File: src/hw/rtl/ksbd_pkg.sv
// types and constants shared by the keystroke burst detector
package ksbd_pkg;

    // stored count width, enough for any buffer depth up to 63
    localparam int CNT_W = 6;

    // key code of enter
    localparam logic [7:0] ENTER_CODE = 8'h0D;

    // a burst is reported only above this many stored codes
    localparam logic [CNT_W-1:0] MIN_REPORT_COUNT = 6'd2;

    // gap threshold after reset
    localparam logic [15:0] GAP_RESET = 16'd20;

    // command queue depth and pointer width
    localparam int QDEPTH = 4;
    localparam int QAW    = 2;

    // command from the classifier to the output sequencer
    typedef struct packed {
        logic             store;
        logic [7:0]       code;
        logic [CNT_W-1:0] wr_idx;
        logic             pass_on;
        logic             dropped;
        logic             report;
        logic [CNT_W-1:0] rpt_count;
    } t_cmd;

    // one result beat
    typedef struct packed {
        logic       item_kind;
        logic       pass_on;
        logic [7:0] burst_code;
        logic       last_of_run;
        logic       dropped_overflow;
    } t_res;

    // output sequencer states
    typedef enum logic {
        BK_IDLE,
        BK_BURST
    } t_bk_state;

endpackage

File: src/hw/rtl/ksbd_ifs.sv
// valid/ready channel interfaces for key events, results and configuration

interface ksbd_in_if;
    logic        valid;
    logic        ready;
    logic        key_pressed;
    logic [7:0]  key_code;
    logic [31:0] event_time_ms;

    modport source (output valid, key_pressed, key_code, event_time_ms, input ready);
    modport sink   (input valid, key_pressed, key_code, event_time_ms, output ready);
endinterface

interface ksbd_out_if;
    logic       valid;
    logic       ready;
    logic       item_kind;
    logic       pass_on;
    logic [7:0] burst_code;
    logic       last_of_run;
    logic       dropped_overflow;

    modport source (output valid, item_kind, pass_on, burst_code, last_of_run,
                    dropped_overflow, input ready);
    modport sink   (input valid, item_kind, pass_on, burst_code, last_of_run,
                    dropped_overflow, output ready);
endinterface

interface ksbd_cfg_if;
    logic        valid;
    logic        ready;
    logic [15:0] gap_threshold_ms;

    modport source (output valid, gap_threshold_ms, input ready);
    modport sink   (input valid, gap_threshold_ms, output ready);
endinterface

File: src/hw/rtl/ksbd_front.sv
// front end: accepts key events, tracks press timing and classifies each beat
module ksbd_front #(
    parameter int BUFFER_DEPTH = 32
) (
    input  logic            i_clk,
    input  logic            i_rst_n,
    ksbd_in_if.sink         i_key,
    ksbd_cfg_if.sink        i_cfg,
    input  logic            i_q_full,
    output logic            o_q_push,
    output ksbd_pkg::t_cmd  o_q_cmd
);

    logic [31:0]                    r_last;
    logic [31:0]                    n_last;
    logic [ksbd_pkg::CNT_W-1:0]     r_count;
    logic [ksbd_pkg::CNT_W-1:0]     n_count;
    logic [15:0]                    r_thr;
    logic [31:0]                    gap;
    logic                           new_burst;
    logic                           has_room;
    logic                           accept;
    ksbd_pkg::t_cmd                 cmd;

    // handshakes
    assign i_key.ready = !i_q_full;
    assign i_cfg.ready = 1'b1;
    assign accept      = i_key.valid && !i_q_full;

    // gap since last press, wrapping
    assign gap       = i_key.event_time_ms - r_last;
    assign new_burst = gap >= {16'd0, r_thr};
    assign has_room  = r_count < ksbd_pkg::CNT_W'(BUFFER_DEPTH);

    // classify the event
    always_comb begin
        cmd.store     = 1'b0;
        cmd.code      = i_key.key_code;
        cmd.wr_idx    = r_count;
        cmd.pass_on   = 1'b1;
        cmd.dropped   = 1'b0;
        cmd.report    = 1'b0;
        cmd.rpt_count = r_count + 1'b1;
        n_count       = r_count;
        n_last        = r_last;
        if (i_key.key_pressed) begin
            n_last = i_key.event_time_ms;
            if (new_burst) begin
                cmd.store  = 1'b1;
                cmd.wr_idx = '0;
                n_count    = ksbd_pkg::CNT_W'(1);
            end else begin
                cmd.pass_on = 1'b0;
                if (has_room) begin
                    cmd.store  = 1'b1;
                    n_count    = r_count + 1'b1;
                    cmd.report = (r_count >= ksbd_pkg::MIN_REPORT_COUNT) &&
                                 (i_key.key_code == ksbd_pkg::ENTER_CODE);
                end else begin
                    cmd.dropped = 1'b1;
                end
            end
        end
    end

    assign o_q_push = accept;
    assign o_q_cmd  = cmd;

    // timing state and threshold
    always_ff @(posedge i_clk) begin
        if (!i_rst_n) begin
            r_last  <= '0;
            r_count <= '0;
            r_thr   <= ksbd_pkg::GAP_RESET;
        end else begin
            if (accept) begin
                r_last  <= n_last;
                r_count <= n_count;
            end
            if (i_cfg.valid) begin
                r_thr <= i_cfg.gap_threshold_ms;
            end
        end
    end

endmodule

File: src/hw/rtl/ksbd_cmd_fifo.sv
// short command queue between the classifier and the output sequencer
module ksbd_cmd_fifo (
    input  logic            i_clk,
    input  logic            i_rst_n,
    input  logic            i_push,
    input  ksbd_pkg::t_cmd  i_cmd,
    input  logic            i_pop,
    output ksbd_pkg::t_cmd  o_cmd,
    output logic            o_empty,
    output logic            o_full
);

    ksbd_pkg::t_cmd           r_mem [ksbd_pkg::QDEPTH];
    logic [ksbd_pkg::QAW:0]   r_wp;
    logic [ksbd_pkg::QAW:0]   r_rp;

    // pointer compare with wrap bit
    assign o_empty = (r_wp == r_rp);
    assign o_full  = (r_wp[ksbd_pkg::QAW-1:0] == r_rp[ksbd_pkg::QAW-1:0]) &&
                     (r_wp[ksbd_pkg::QAW] != r_rp[ksbd_pkg::QAW]);
    assign o_cmd   = r_mem[r_rp[ksbd_pkg::QAW-1:0]];

    // storage
    always_ff @(posedge i_clk) begin
        if (i_push) begin
            r_mem[r_wp[ksbd_pkg::QAW-1:0]] <= i_cmd;
        end
    end

    // pointers
    always_ff @(posedge i_clk) begin
        if (!i_rst_n) begin
            r_wp <= '0;
            r_rp <= '0;
        end else begin
            if (i_push) begin
                r_wp <= r_wp + 1'b1;
            end
            if (i_pop) begin
                r_rp <= r_rp + 1'b1;
            end
        end
    end

endmodule

File: src/hw/rtl/ksbd_back.sv
// back end: code buffer and result sequencer with output register
module ksbd_back #(
    parameter int BUFFER_DEPTH = 32
) (
    input  logic            i_clk,
    input  logic            i_rst_n,
    input  logic            i_q_empty,
    input  ksbd_pkg::t_cmd  i_q_cmd,
    output logic            o_q_pop,
    ksbd_out_if.source      o_res
);

    localparam int AW = (BUFFER_DEPTH > 1) ? $clog2(BUFFER_DEPTH) : 1;

    logic [7:0]                 r_buf [BUFFER_DEPTH];
    logic [7:0]                 r_rdata;
    ksbd_pkg::t_bk_state        r_state;
    ksbd_pkg::t_bk_state        n_state;
    logic                       r_out_vld;
    logic                       n_out_vld;
    ksbd_pkg::t_res             r_out;
    ksbd_pkg::t_res             n_out;
    logic [ksbd_pkg::CNT_W-1:0] r_rd_idx;
    logic [ksbd_pkg::CNT_W-1:0] n_rd_idx;
    logic [ksbd_pkg::CNT_W-1:0] r_cnt;
    logic [ksbd_pkg::CNT_W-1:0] n_cnt;
    logic                       out_free;
    logic                       wr_en;
    logic                       last_code;

    assign out_free  = !r_out_vld || o_res.ready;
    assign last_code = (r_rd_idx + 1'b1) == r_cnt;

    // state register
    always_ff @(posedge i_clk) begin
        if (!i_rst_n) begin
            r_state   <= ksbd_pkg::BK_IDLE;
            r_out_vld <= 1'b0;
            r_rd_idx  <= '0;
            r_cnt     <= '0;
        end else begin
            r_state   <= n_state;
            r_out_vld <= n_out_vld;
            r_rd_idx  <= n_rd_idx;
            r_cnt     <= n_cnt;
        end
    end

    // output payload
    always_ff @(posedge i_clk) begin
        r_out <= n_out;
    end

    // next state and beat generation
    always_comb begin
        n_state   = r_state;
        n_out_vld = r_out_vld && !o_res.ready;
        n_out     = r_out;
        n_rd_idx  = r_rd_idx;
        n_cnt     = r_cnt;
        o_q_pop   = 1'b0;
        wr_en     = 1'b0;
        unique case (r_state)
            ksbd_pkg::BK_IDLE: begin
                if (out_free && !i_q_empty) begin
                    o_q_pop                = 1'b1;
                    wr_en                  = i_q_cmd.store;
                    n_out_vld              = 1'b1;
                    n_out.item_kind        = 1'b0;
                    n_out.pass_on          = i_q_cmd.pass_on;
                    n_out.burst_code       = '0;
                    n_out.last_of_run      = !i_q_cmd.report;
                    n_out.dropped_overflow = i_q_cmd.dropped;
                    if (i_q_cmd.report) begin
                        n_state  = ksbd_pkg::BK_BURST;
                        n_rd_idx = '0;
                        n_cnt    = i_q_cmd.rpt_count;
                    end
                end
            end
            ksbd_pkg::BK_BURST: begin
                if (out_free) begin
                    n_out_vld              = 1'b1;
                    n_out.item_kind        = 1'b1;
                    n_out.pass_on          = 1'b0;
                    n_out.burst_code       = r_rdata;
                    n_out.last_of_run      = last_code;
                    n_out.dropped_overflow = 1'b0;
                    n_rd_idx               = r_rd_idx + 1'b1;
                    if (last_code) begin
                        n_state = ksbd_pkg::BK_IDLE;
                    end
                end
            end
            default: begin
                n_state = ksbd_pkg::BK_IDLE;
            end
        endcase
    end

    // code buffer, one write and one registered read per cycle
    always_ff @(posedge i_clk) begin
        if (wr_en) begin
            r_buf[i_q_cmd.wr_idx[AW-1:0]] <= i_q_cmd.code;
        end
        r_rdata <= r_buf[n_rd_idx[AW-1:0]];
    end

    // result channel
    assign o_res.valid            = r_out_vld;
    assign o_res.item_kind        = r_out.item_kind;
    assign o_res.pass_on          = r_out.pass_on;
    assign o_res.burst_code       = r_out.burst_code;
    assign o_res.last_of_run      = r_out.last_of_run;
    assign o_res.dropped_overflow = r_out.dropped_overflow;

endmodule

File: src/hw/rtl/keystroke_burst_scanner_detect_unit.sv
// top level of the keystroke burst scanner detector
// a decision beat is written to the command queue on accept, then to the output register
// throughput: one event per cycle while the command queue is not full; a reporting enter press
//   adds one burst beat per stored code (up to BUFFER_DEPTH), one per cycle unless stalled
// the four-entry command queue sets how far the front end may run ahead of the back end
// reset: synchronous active low; clears press time, count, queue, output valid and sets
//   the gap threshold to 20 ms; the code buffer is not cleared
module keystroke_burst_scanner_detect_unit #(
    parameter int BUFFER_DEPTH = 32
) (
    input  logic        i_clk,
    input  logic        i_rst_n,
    ksbd_in_if.sink     i_key,
    ksbd_cfg_if.sink    i_cfg,
    ksbd_out_if.source  o_res
);

    logic           q_push;
    logic           q_pop;
    logic           q_empty;
    logic           q_full;
    ksbd_pkg::t_cmd q_in;
    ksbd_pkg::t_cmd q_out;

    // classifier
    ksbd_front #(
        .BUFFER_DEPTH(BUFFER_DEPTH)
    ) u_front (
        .i_clk    (i_clk),
        .i_rst_n  (i_rst_n),
        .i_key    (i_key),
        .i_cfg    (i_cfg),
        .i_q_full (q_full),
        .o_q_push (q_push),
        .o_q_cmd  (q_in)
    );

    // command queue
    ksbd_cmd_fifo u_fifo (
        .i_clk   (i_clk),
        .i_rst_n (i_rst_n),
        .i_push  (q_push),
        .i_cmd   (q_in),
        .i_pop   (q_pop),
        .o_cmd   (q_out),
        .o_empty (q_empty),
        .o_full  (q_full)
    );

    // buffer and result sequencer
    ksbd_back #(
        .BUFFER_DEPTH(BUFFER_DEPTH)
    ) u_back (
        .i_clk     (i_clk),
        .i_rst_n   (i_rst_n),
        .i_q_empty (q_empty),
        .i_q_cmd   (q_out),
        .o_q_pop   (q_pop),
        .o_res     (o_res)
    );

    // burst beats carry no decision flags
    a_burst_clean: assert property (@(posedge i_clk) disable iff (!i_rst_n)
        o_res.valid && o_res.item_kind |-> !o_res.pass_on && !o_res.dropped_overflow)
        else $error("burst beat carries decision flags");

    // a forwarded key ends its run at once
    a_pass_single: assert property (@(posedge i_clk) disable iff (!i_rst_n)
        o_res.valid && !o_res.item_kind && o_res.pass_on |-> o_res.last_of_run)
        else $error("forwarded key followed by burst beats");

    // a dropped press is swallowed and never starts a report
    a_drop_quiet: assert property (@(posedge i_clk) disable iff (!i_rst_n)
        o_res.valid && o_res.dropped_overflow |->
            !o_res.item_kind && !o_res.pass_on && o_res.last_of_run)
        else $error("dropped press forwarded or reported");

    // the queue is never popped while empty
    a_pop_nonempty: assert property (@(posedge i_clk) disable iff (!i_rst_n)
        q_pop |-> !q_empty)
        else $error("command queue popped while empty");

endmodule
File: src/flat_wrapper.sv
// flat-port wrapper written by rule: the top's interface ports become plain ports
module keystroke_burst_scanner_detect_unit_flat 
#(
    parameter int BUFFER_DEPTH = 32
)
  (i_clk, i_rst_n, i_key_valid, i_key_key_pressed, i_key_key_code, i_key_event_time_ms, i_key_ready, i_cfg_valid, i_cfg_gap_threshold_ms, i_cfg_ready, o_res_valid, o_res_item_kind, o_res_pass_on, o_res_burst_code, o_res_last_of_run, o_res_dropped_overflow, o_res_ready);
  ksbd_in_if i_key_i ();
  ksbd_cfg_if i_cfg_i ();
  ksbd_out_if o_res_i ();
  input  logic i_clk;
  input  logic i_rst_n;
  input wire logic [$bits(i_key_i.valid)-1:0] i_key_valid;
  input wire logic [$bits(i_key_i.key_pressed)-1:0] i_key_key_pressed;
  input wire logic [$bits(i_key_i.key_code)-1:0] i_key_key_code;
  input wire logic [$bits(i_key_i.event_time_ms)-1:0] i_key_event_time_ms;
  output wire logic [$bits(i_key_i.ready)-1:0] i_key_ready;
  input wire logic [$bits(i_cfg_i.valid)-1:0] i_cfg_valid;
  input wire logic [$bits(i_cfg_i.gap_threshold_ms)-1:0] i_cfg_gap_threshold_ms;
  output wire logic [$bits(i_cfg_i.ready)-1:0] i_cfg_ready;
  output wire logic [$bits(o_res_i.valid)-1:0] o_res_valid;
  output wire logic [$bits(o_res_i.item_kind)-1:0] o_res_item_kind;
  output wire logic [$bits(o_res_i.pass_on)-1:0] o_res_pass_on;
  output wire logic [$bits(o_res_i.burst_code)-1:0] o_res_burst_code;
  output wire logic [$bits(o_res_i.last_of_run)-1:0] o_res_last_of_run;
  output wire logic [$bits(o_res_i.dropped_overflow)-1:0] o_res_dropped_overflow;
  input wire logic [$bits(o_res_i.ready)-1:0] o_res_ready;
  assign i_key_i.valid = i_key_valid;
  assign i_key_i.key_pressed = i_key_key_pressed;
  assign i_key_i.key_code = i_key_key_code;
  assign i_key_i.event_time_ms = i_key_event_time_ms;
  assign i_key_ready = i_key_i.ready;
  assign i_cfg_i.valid = i_cfg_valid;
  assign i_cfg_i.gap_threshold_ms = i_cfg_gap_threshold_ms;
  assign i_cfg_ready = i_cfg_i.ready;
  assign o_res_valid = o_res_i.valid;
  assign o_res_item_kind = o_res_i.item_kind;
  assign o_res_pass_on = o_res_i.pass_on;
  assign o_res_burst_code = o_res_i.burst_code;
  assign o_res_last_of_run = o_res_i.last_of_run;
  assign o_res_dropped_overflow = o_res_i.dropped_overflow;
  assign o_res_i.ready = o_res_ready;
  keystroke_burst_scanner_detect_unit #(.BUFFER_DEPTH(BUFFER_DEPTH)) u_core (.i_clk(i_clk), .i_rst_n(i_rst_n), .i_key(i_key_i), .i_cfg(i_cfg_i), .o_res(o_res_i));
endmodule
File: config.mk
export PLATFORM = sky130hd
export DESIGN_NAME = keystroke_burst_scanner_detect_unit_flat
export DESIGN_NICKNAME = d
export VERILOG_FILES = /design/src/hw/rtl/ksbd_pkg.sv /design/src/hw/rtl/ksbd_ifs.sv /design/src/hw/rtl/ksbd_front.sv /design/src/hw/rtl/ksbd_cmd_fifo.sv /design/src/hw/rtl/ksbd_back.sv /design/src/hw/rtl/keystroke_burst_scanner_detect_unit.sv /design/src/flat_wrapper.sv
export SDC_FILE = /design/constraint.sdc
export NUM_CORES = 1
export LEC_CHECK = 0
export ABC_AREA = 1
export BUFFER_PORTS_ARGS = -buffer_cell sky130_fd_sc_hd__buf_2
export CORE_ASPECT_RATIO = 1.25
export CORE_MARGIN = 10
export CORE_UTILIZATION = 47
export DETAILED_ROUTE_END_ITERATION = 7
export HOLD_SLACK_MARGIN = 0.15
export SYNTH_ARGS = -nofsm -noshare
export SYNTH_HDL_FRONTEND = slang
export SYNTH_SLANG_ARGS = --single-unit
File: constraint.sdc
create_clock -name i_clk -period 4.5 [get_ports i_clk]
set_input_delay 0.225 -clock i_clk [delete_from_list [all_inputs] [get_ports i_clk]]
set_output_delay 0.225 -clock i_clk [all_outputs]
set_load 0.02 [all_outputs]
## Word level (Yosys, flattened, before mapping)

Memories as Yosys holds them, arrays and structs flattened. A register that Yosys moved wholly into a read port is not among the register bits.
Index checks and enable logic that the tools add are counted.

- Bitwise operators: 1
- Order comparisons: 3
- Add/sub/neg operators: 5
- Eq/ne operators: 8
- Reductions and logical operators: 17
- Multiplexer cells: 35

Operators with widths:

| cell | count |
|---|---|
| $mux 6 | 6 |
| $ge 32x16->1 | 1 |
| $sub 32x32->32 | 1 |
| $mux 12 | 2 |
| $pmux 12 s2 | 1 |
| $mux 1 | 19 |
| $add 6x1->6 const B | 2 |
| $pmux 6 s2 | 1 |
| $mux 9 | 1 |
| $reduce_and 3->1 | 3 |
| $eq 8x4->1 const B | 1 |
| $add 3x1->3 const B | 2 |
| $eq 6x6->1 | 1 |
| $ge 6x2->1 const B | 1 |
| $lt 6x6->1 const B | 1 |
| $logic_and 1x1->1 | 5 |
| $logic_not 1->1 | 5 |
| $mux 2 | 2 |
| $ne 2x2->1 const B | 2 |
| $pmux 1 s2 | 2 |
| $reduce_and 2->1 | 2 |
| $eq 3x3->1 | 1 |
| $mux 3 | 1 |
| $eq 2x2->1 | 1 |
| other kinds (5) | 5 |

- Bits of input ports: 62
- Memories kept: 2
- Output and inout port bits: 15
- Bits in registers: 86
- Logic and storage cells: 86
- Bits in writable memories: 352

Memories:

| memory | depth | width | rd ports | clocked after Yosys merged registers in | wr ports | line | text |
|---|---|---|---|---|---|---|---|
| u_core.u_back.r_buf | 32 | 8 | 1 | 1 | 1 | ksbd_back.sv:15 | `logic [7:0] r_buf [BUFFER_DEPTH];` |
| u_core.u_fifo.r_mem | 4 | 24 | 1 | 1 | 1 | ksbd_cmd_fifo.sv:13 | `ksbd_pkg::t_cmd r_mem [ksbd_pkg::QDEPTH];` |

## Logic depth before layout (Yosys ltp)

- Depth in word-level cells: 7
- Depth in mapped cells: 25
- Gate-level depth less buffers: 25

## Cells and area by module

A second synthesis with hierarchy kept.

- Cell total of the unflattened synthesis: 2570
- Area total of the unflattened synthesis: 22634.2 sq um

By module, submodules not included:

| module | cells each | instances | seq. area each (sq um) | area each (sq um) |
|---|---|---|---|---|
| ksbd_back | 1301 | 1 | 8488.1 | 13166.4 |
| ksbd_front | 858 | 1 | 1081.0 | 5042.3 |
| ksbd_cmd_fifo | 411 | 1 | 3042.9 | 4425.5 |

## Least setup slack after synthesis

No wires, ideal clock.

- Kind: register to register
- Start: register u_core.u_front.r_last[11]
- End: memory u_core.u_fifo.r_mem[0][12] (netlist bit), data pin
- Slack: 1.595 ns
- Buffers on the path: 0
- Library setup time: 0.204 ns
- Data arrival time: 2.700 ns
- Cell stages (with the launch flop): 22
- Data required time: 4.296 ns
- Clock period less this slack: 2.905 ns
- Cell sequence: dfxtp_1 > inv_1 > ha_1 > nand2_1 > inv_2 > nand2_1 > inv_1 > nand2_1 > nand2_1 > inv_1 > nand2_1 > xor2_1 > ha_1 > a21oi_1 > o31ai_1 > nor2_1 > nand3_1 > nor2_1 > nand2_1 > nor2_4 > nand2_1 > a21boi_0

RTL lines:

| item | line | text |
|---|---|---|
| from (decl) | ksbd_front.sv:14 | `logic [31:0] r_last;` |
| from (signal assigned) | ksbd_front.sv:77 | `r_last <= n_last;` |
| to (decl) | ksbd_cmd_fifo.sv:13 |  |

==> impl_metrics.tcl <==
set metrics [dict create \
    antenna_left 0 \
    fin_crit_sh_pct 80.91 \
    hold_viol_final 0 \
    worst_slew_pin_slew_ns 0.8801 \
    crit_type "in -> reg" \
    multi_input_area_sq_mm 0.007297 \
    synth.most_common_cell "nand2_1" \
    synth_top_family_by_area "simple AND/OR/NAND/NOR gates" \
    first_pass_iters 5 \
    hold_depth 3 \
    synth_seq_cells 444 \
    clkTransAtPathRegs_ns 0.06 \
    hp-start "i_key_valid" \
    path_buf_inv 4 \
    nFillCells 3939 \
    finClkSkew_ns 0.01876 \
    regArea_sq_mm 0.01249 \
    clockBufferDepth 3 \
    synth_edf_count 360 \
    synth_xor_xnor_area_share_pct 1.220 \
    synth_adder_area_share_pct 3.289 \
    ff2ff_setup_slack_ns 0.88 \
    synth_top_area_share_pct 50.20 \
    synth.largest_area_cell "edfxtp_1" \
    htreeDepth 2 \
    track_usage_pct 20.24 \
    syn_area_sq_mm 0.02153 \
    grt-ovfl-total 0 \
    fmax_ghz 0.2747 \
    via_count 16190 \
    synth_cells 2313 \
    setup_violations 0 \
    fin_setup_tns_ns 0 \
    worstHoldEndpoint "u_core.u_fifo.r_wp[1]" \
    initial_core_util_pct 47.67 \
    fin_crit_ns 3.641 \
    r2r_end "u_core.u_fifo.r_mem[2][12]" \
    num_io_pins 77 \
    synth_fp_nets 2431 \
    cts_resized 0 \
    synthArstFlopShare_pct 0 \
    cts.sinks 444 \
    drive_gt1_share_pct 10.35 \
    grt_max_degree 130 \
    cap_violations 0 \
    cp-end-kind "register" \
    run_status "completed" \
    crit_chain "dlygate4sd3_1 -> buf_2 -> inv_1 -> ha_1 -> fa_1 -> inv_1 -> nand2_1 -> nand2_1 -> and2_1 -> xor2_1 -> ha_1 -> nand2_1 -> nand2_1 -> nand2_1 -> nand2_1 -> nand2_1 -> nand2_1 -> nand2_1 -> nand2_1 -> a21oi_4 -> nand2_1 -> a21boi_0" \
    rows 87 \
    drt_wl_total_um 55930 \
    wl_per_cell_um 18.09 \
    crit_slowest_cell "dlygate4sd3_1" \
    rsz0062_at_grt "false" \
    ys_warn_count 0 \
    hpwl_um 35830 \
    ys_types 44 \
    die_w_um 211.5 \
    cpLargestDelayFamily "simple AND/OR/NAND/NOR gates" \
    via_per_inst 5.236 \
    pwr_density_cell_mw_per_mm2 584.5 \
    drt_iter0_markers 942 \
    start_kind "primary input" \
    grt_pass1_wl_um 87710 \
    required_ns 4.86 \
    cp-startpoint "i_key_event_time_ms[0]" \
    cts-buffers-inserted 45 \
    portBuffers 75 \
    r2r-start "u_core.u_front.r_last[0]" \
    drc 0 \
    antenna_found_initial 0 \
    min_path_type "in -> reg" \
    grt_pass1_vias 15760 \
    core-area_sq_mm 0.04517 \
    cts_root_buf "clkbuf_16" \
    p_leak_nw 10.64 \
    gp_congestion 0.9213 \
    ctsHoldBuffers 73 \
    die-area_sq_mm 0.05483 \
    relSlewSlack_pct 41.19 \
    synth_flop_cell "edfxtp_1" \
    ir_drop_mv 0.5068 \
    area.growth.synth_to_final_pct 16.95 \
    crit_arrival_ns 4.00 \
    syn_avg_cell_area_sq_um 9.310 \
    synthSimpleGateAreaFrac_pct 23.17 \
    die_y_um 259.3 \
    synth-compound-area-share_pct 5.793 \
    postCtsSetupBuffers 0 \
    crit_fanout 10 \
    cts_tree "yes" \
    ys_top_cells_by_area "edfxtp_1 50%, nand2_1 8.2%, dfxtp_1 7.8%, nand3_1 6.9%, inv_1 6.2%" \
    cp_slowest_stage_delay_ns 0.52 \
    drv_slew 0 \
    fin_nets 2595 \
    ys_seq_area_share_pct 58.01 \
    clock_latency_ns 0.57 \
    r2r_cells 19 \
    crit_path_frequent_cell "nand2_1" \
    power_mw 14.72 \
    synthMuxAreaShare_pct 0 \
    ys_top_cells_by_count "473 x nand2_1, 360 x edfxtp_1, 356 x inv_1" \
]
-- area by class of cell --
class	count	share of cell area [%]
diodes	1	0.009936
clock inverters	30	1.774
repair buffers	214	6.558
inverters	369	5.500
flip-flops and latches	444	49.60
clock buffers	53	4.710
multi-input cells	1403	28.97
well taps	578	2.872
-- state kept, by name, indices dropped and copies added, names as in the netlist, 3 cells and up, named ones only --
signal / cells
u_core.u_back.r_buf: 256
u_core.u_fifo.r_mem: 92
u_core.u_front.r_last: 32
u_core.u_front.r_thr: 16
u_core.u_back.o_res.burst_code: 8
u_core.u_back.r_rdata: 8
u_core.u_back.r_cnt: 6
u_core.u_back.r_rd_idx: 6
u_core.u_front.r_count: 6
u_core.u_fifo.r_rp: 3
u_core.u_fifo.r_wp: 3
-- worst min-delay path, stage by stage --
cell     delay (ns)
buf_2          0.08
nand2_1        0.25
a21oi_1        0.22
-- worst max path at each step --
stage | to | slack, ns | depth (start not counted)
final | u_core.u_fifo.r_mem[2][12] | 0.86 | 22
after detailed placement | u_core.u_fifo.r_mem[0][12] | 0.89 | 21
after global placement | u_core.u_fifo.r_mem[0][12] | 0.89 | 21
after CTS | u_core.u_fifo.r_mem[2][12] | 0.92 | 19
after global routing | u_core.u_fifo.r_mem[2][12] | 0.58 | 22
after floorplan | u_core.u_fifo.r_mem[0][12] | 1.60 | 21
-- through the flow --
step	util (%)	std cells	setup slack, ns	cell area [sq um]	hold WS [ns]
finish	55.75	3092	0.8593	25180	0.2454
global route	55.74	3091	0.5783	25180	0.2897
CTS	55.74	3091	0.9177	25180	0.2221
detailed placement	50.51	2935	0.8864	22820	0.4471
global placement	50.51	2935	0.8895	22820	0.4399
floorplan	-	2313	1.595	21530	0.3239
-- metal layers --
layer / up-vias / GRT usage (%) / routed length (um)
met3: 97 / 2.645 / 2661
met4: 0 / 7.061 / 1644
met5: - / 0 / 0
met2: 429 / 35.34 / 28100
met1: 7656 / 25.22 / 23520
li1: 8007 / - / -
-- power by group --
part	switching [mW]	internal [mW]	total (mW)	leakage (nW)
Sequential	0.158	5.27	5.43	3.97
Combinational	3.72	1.48	5.20	5.88
Clock	1.61	2.48	4.09	0.784
-- cells by family (layout without fill, tap and decap cells) --
| logic type | after synthesis | in the layout |
|---|---|---|
| AND/OR/NAND/NOR | 1087 | 1087 |
| buffers and inverters | 466 | 666 |
| flip-flops | 444 | 444 |
| AO/OA/AOI/OAI | 229 | 229 |
| adder cells (fa/ha/maj) | 56 | 56 |
| XOR/XNOR | 30 | 30 |
| other | 1 | 2 |
-- layout by cell type, fill, tap and decap left out, drive strengths merged, types with 2 or more instances in the layout --
master	netlist	layout
xor2	24	24
o22ai	8	8
o21bai	3	3
nand2	478	478
inv	366	368
nor2	171	171
dfxtp	84	84
edfxtp	360	360
bufinv	0	10
ha	55	55
nor3	12	12
and2	2	2
nand3b	109	109
nand3	302	302
a211oi	2	2
a21boi	3	3
a32oi	5	5
a31oi	9	9
xnor2	6	6
a21oi	95	95
nand4	10	10
o21ai	99	99
clkinvlp	0	4
buf	61	141
clkinv	3	17
dlygate4sd3	0	73
or2	2	2
clkbuf	36	53
No activity file was read; power rests on OpenSTA's default activity.
